## src/rtl/core/lag_pkg.sv

```systemverilog
// Package for the life automaton grid engine: operation and state codes,
// channel widths, register indexes and reset values. Depends on nothing.

package lag_pkg;

    // grid size defaults
    localparam int unsigned DEF_MAX_ROWS = 128;
    localparam int unsigned DEF_MAX_COLS = 128;

    // configuration port
    localparam int unsigned CFG_IDX_W  = 1;
    localparam int unsigned CFG_DATA_W = 8;

    localparam logic [CFG_IDX_W-1:0] REG_ACTIVE_ROWS = 1'd0;
    localparam logic [CFG_IDX_W-1:0] REG_ACTIVE_COLS = 1'd1;

    localparam logic [CFG_DATA_W-1:0] ACTIVE_ROWS_RST = 8'd100;
    localparam logic [CFG_DATA_W-1:0] ACTIVE_COLS_RST = 8'd125;

    // field widths
    localparam int unsigned OP_W    = 2;
    localparam int unsigned CROW_W  = 7;
    localparam int unsigned CCOL_W  = 7;

    // stream words, padded to whole bytes
    localparam int unsigned S_TDATA_W = 24;
    localparam int unsigned M_TDATA_W = 8;

    // B3/S23
    localparam logic [3:0] BIRTH_COUNT   = 4'd3;
    localparam logic [3:0] SURVIVE_COUNT = 4'd2;

    typedef enum logic [OP_W-1:0] {
        OP_WRITE   = 2'd0,
        OP_TOGGLE  = 2'd1,
        OP_READ    = 2'd2,
        OP_ADVANCE = 2'd3
    } op_t;

    typedef enum logic [2:0] {
        ST_CLEAR,
        ST_IDLE,
        ST_ACCESS,
        ST_UPDATE,
        ST_SWEEP,
        ST_DRAIN,
        ST_RESP
    } state_t;

    // one column of the 3x3 neighbourhood window, old generation
    typedef struct packed {
        logic top;
        logic mid;
        logic bot;
    } col_t;

endpackage

```

## src/rtl/core/lag_rule.sv

```systemverilog
// Neighbour counter and B3/S23 rule for one cell, fed by a 3x3 window.
// Depends on lag_pkg.

module lag_rule (
    input  lag_pkg::col_t win_left,
    input  lag_pkg::col_t win_mid,
    input  lag_pkg::col_t win_right,
    output logic          next_alive
);
    import lag_pkg::*;

    logic [3:0] count;

    always_comb begin
        count = 4'(win_left.top) + 4'(win_left.mid) + 4'(win_left.bot)
              + 4'(win_mid.top)                     + 4'(win_mid.bot)
              + 4'(win_right.top) + 4'(win_right.mid) + 4'(win_right.bot);
        next_alive = (count == BIRTH_COUNT) || (win_mid.mid && (count == SURVIVE_COUNT));
    end

endmodule

```

## config.mk

```make
export PLATFORM = sky130hd
export DESIGN_NAME = lag_rule
export DESIGN_NICKNAME = d
export VERILOG_FILES = /design/src/rtl/core/lag_pkg.sv /design/src/rtl/core/lag_rule.sv
export SDC_FILE = /design/constraint.sdc
export NUM_CORES = 1
export LEC_CHECK = 0
export BUFFER_PORTS_ARGS = -buffer_cell sky130_fd_sc_hd__buf_2
export CAP_MARGIN = 0
export CELL_PAD_IN_SITES_DETAIL_PLACEMENT = 0
export CELL_PAD_IN_SITES_GLOBAL_PLACEMENT = 2
export CORE_AREA = 2 2 39 41
export DETAILED_ROUTE_END_ITERATION = 10
export DIE_AREA = 0 0 41 43
export PLACE_DENSITY = 0.61
export RECOVER_POWER = 50
export SETUP_SLACK_MARGIN = 0.2
export SLEW_MARGIN = 10
export SYNTH_ARGS = -nofsm -noshare
export SYNTH_HDL_FRONTEND = slang
export SYNTH_SLANG_ARGS = --single-unit
```

## constraint.sdc

```tcl
create_clock -name vclk -period 3.9
set_clock_uncertainty 0.1 [all_clocks]
set_input_delay 0.78 -clock vclk [all_inputs]
set_output_delay 0.78 -clock vclk [all_outputs]
set_load 0.05 [all_outputs]
```

==> summary.md <==
| Metric | Value |
|---|---|
| DP Cell Count | `between 40 and 50` |
| Clkbuf count | `0` |
| Critical path type | `input port to output port` |
| Main combinational cell family by area after synthesis | `adder cells` |
| Setup TNS | `-394 ps` |
| Critical path required time | `3020 ps` |
| Status | `complete, but fails checks` |
| Critical Path Source Type | `input port` |
| RSZ-0062 raised after global routing | `yes` |
| Cell taking the most area after synthesis | `fa_1` |
| Highest routed layer | `met3` |
| Row count | `14` |
| Antenna-violating nets left | `0` |
| Total vias in the final route | `roughly 160` |
| Metal-1 WL | `approximately 130 um` |
| Synthesized cell area | `around 190 um^2` |
| Slew Viols, Final | `0` |
| Synth Area in XOR/XNOR | `0%` |
| Die width | `roughly 41 um` |
| Initial core utilization | `between 10% and 20%` |
| Die footprint | `around 1800 um^2` |
| Final #Nets | `52` |
| Synth Area in Simple Gates | `6.08%` |
| Arr. time, crit path | `roughly 3400 ps` |
| First-pass GRT wire length | `524 um` |
| Critical-path maximum fanout | `2` |
| Worst min path class | `input port to output port` |
| Synth warnings | `0` |
| CP max stage delay | `between 500 and 600 ps` |
| Io pins | `10` |
| Main area contributors after synthesis | `fa_1 (43%), inv_1 (22%), ha_1 (20%)` |
| Number of flip-flops and latches | `0` |
| Area delta synth->final | `68.2%` |
| Met3 wire len | `26 um` |
| Slew headroom | `between 80 and 90%` |
| Final setup viols | `1` |
| Initial antenna violation count | `0` |
| Post-synth cell types | `7` |
| Drt first pass iters | `1` |
| CP max-delay cell | `fa_1` |
| PwrDens | `between 200 and 300 nW/um^2` |
| Initial DRC count | `0` |
| Fin. Hold Viols | `0` |
| Gpl congestion | `0.532` |
| Share of cells above drive strength 1 | `52.9%` |
| Max-cap violations | `0` |
| # diodes | `0` |
| WL final | `273 um` |
| Vias/cell | `~3.3` |
| Total gr overflow | `0` |
| Worst path most repeated cell | `fa_1` |
| Upper clock frequency limit | `roughly 230 MHz` |
| Number of port buffers | `10` |
| Mapped Cells | `23` |
| WL/cell | `between 5 and 6 um` |
| Setup ws final | `-394 ps` |
| CP Cell Sequence | `buf_6 -> inv_2 -> fa_1 -> fa_1 -> fa_1 -> inv_1 -> ha_2 -> fa_2 -> o21ai_2 -> a21oi_4 -> buf_6` |
| Mapped Nets | `39` |
| Share of the synthesized area in the top cell type | `43.2%` |
| Worst Max-Slew Pin Slew | `around 160 ps` |
| Core region area | `~1400 um^2` |
| Fin cells | `50` |
| Violated checks | `negative setup slack` |
| Lkg Pwr | `between 0.15 and 0.2 nW` |
| Period utilization | `110%` |
| Die height | `43 um` |
| Sequential area share after synthesis | `0%` |
| Reg area | `0 um^2` |
| Post-synthesis mux area share | `0%` |
| Critical Path End Type | `output port` |
| Peak supply drop | `roughly 63 uV` |
| Final min period | `roughly 4300 ps` |
| Syn avg cell area | `between 8 and 9 um^2` |
| Total track usage | `about 3.9%` |
| Compound-gate portion of the synthesized area | `under 10%` |
| Largest net degree at the start of global routing | `3` |
| Worst hold margin | `1870 ps` |
| Synth Area in Adders | `between 60% and 70%` |
| Met2 wire len | `roughly 110 um` |
| Power after layout | `slightly above 90 uW` |
| DRC Markers | `0` |
| Vias in the first global route | `between 100 and 150` |
==> metrics by stage <==
stage                     setup WS, ps  instance area, um^2  util (%)
after floorplan                   -403                  209         -
after global placement            -666                  279      20.2
after detailed placement          -657                  279      20.2
after CTS                         -413                  305      22.1
after global routing              -529                  312      22.5
final                             -394                  312      22.5
==> cell type report <==
cell class | count | area, um^2
Fill cell | 157 | 1070
Inverter | 11 | 48.8
Multi-Input combinational cell | 12 | 164
Tap cell | 16 | 20.0
Timing Repair Buffer | 11 | 78.8
==> critical path, delay by kind of cell <==
family | cells | cell delay, ps
adders and majority gates | 5 | 2160
buffers and inverters | 4 | 300
AOI/OAI and AO/OA | 2 | 180
==> cells by family (layout without fill, tap and decap cells) <==
| kind of cell | count (synthesis) | after routing |
|---|---|---|
| compound gates | 3 | 3 |
| buf+inv | 11 | 22 |
| fa+ha+maj | 7 | 7 |
| simple gates | 2 | 2 |
==> routing by layer <==
layer	track usage (%)	vias to the layer above
met5	0	-
met4	0	0
met3	0	0
met2	5.63	8
met1	6.77	69
li1	-	87
==> where the power goes <==
group          leakage (nW)  internal [mW]  switching (mW)
combinational         0.169         0.0421          0.0494
clock                     0              0               0
sequential                0              0               0
==> path summary, 6_finish.rpt <==
kind               startpoint  slack [ps]  cells after the start          to
setup / recovery  win_left[0]        -390                     11  next_alive
hold / removal     win_mid[1]        1870                      4  next_alive
==> placed cells by master, fill, tap and decap left out, types with 2 or more instances in the layout <==
cell,count
inv_1,8
buf_2,6
fa_1,3
buf_6,3
inv_2,2
ha_1,2
buf_4,2
==> cell usage after synthesis <==
cell      n
a21oi_1   2
fa_1      4
ha_1      3
inv_1    11
nand3_1   1
o21ai_0   1
or2_0     1
==> timing repair <==
action,CTS,global route
gates resized for setup,6,2
endpoints found under the setup margin,1,1
pin swaps,5,0
hold buffers,0,0
buffers inserted,1,0
No activity file was read; power rests on OpenSTA's default activity.
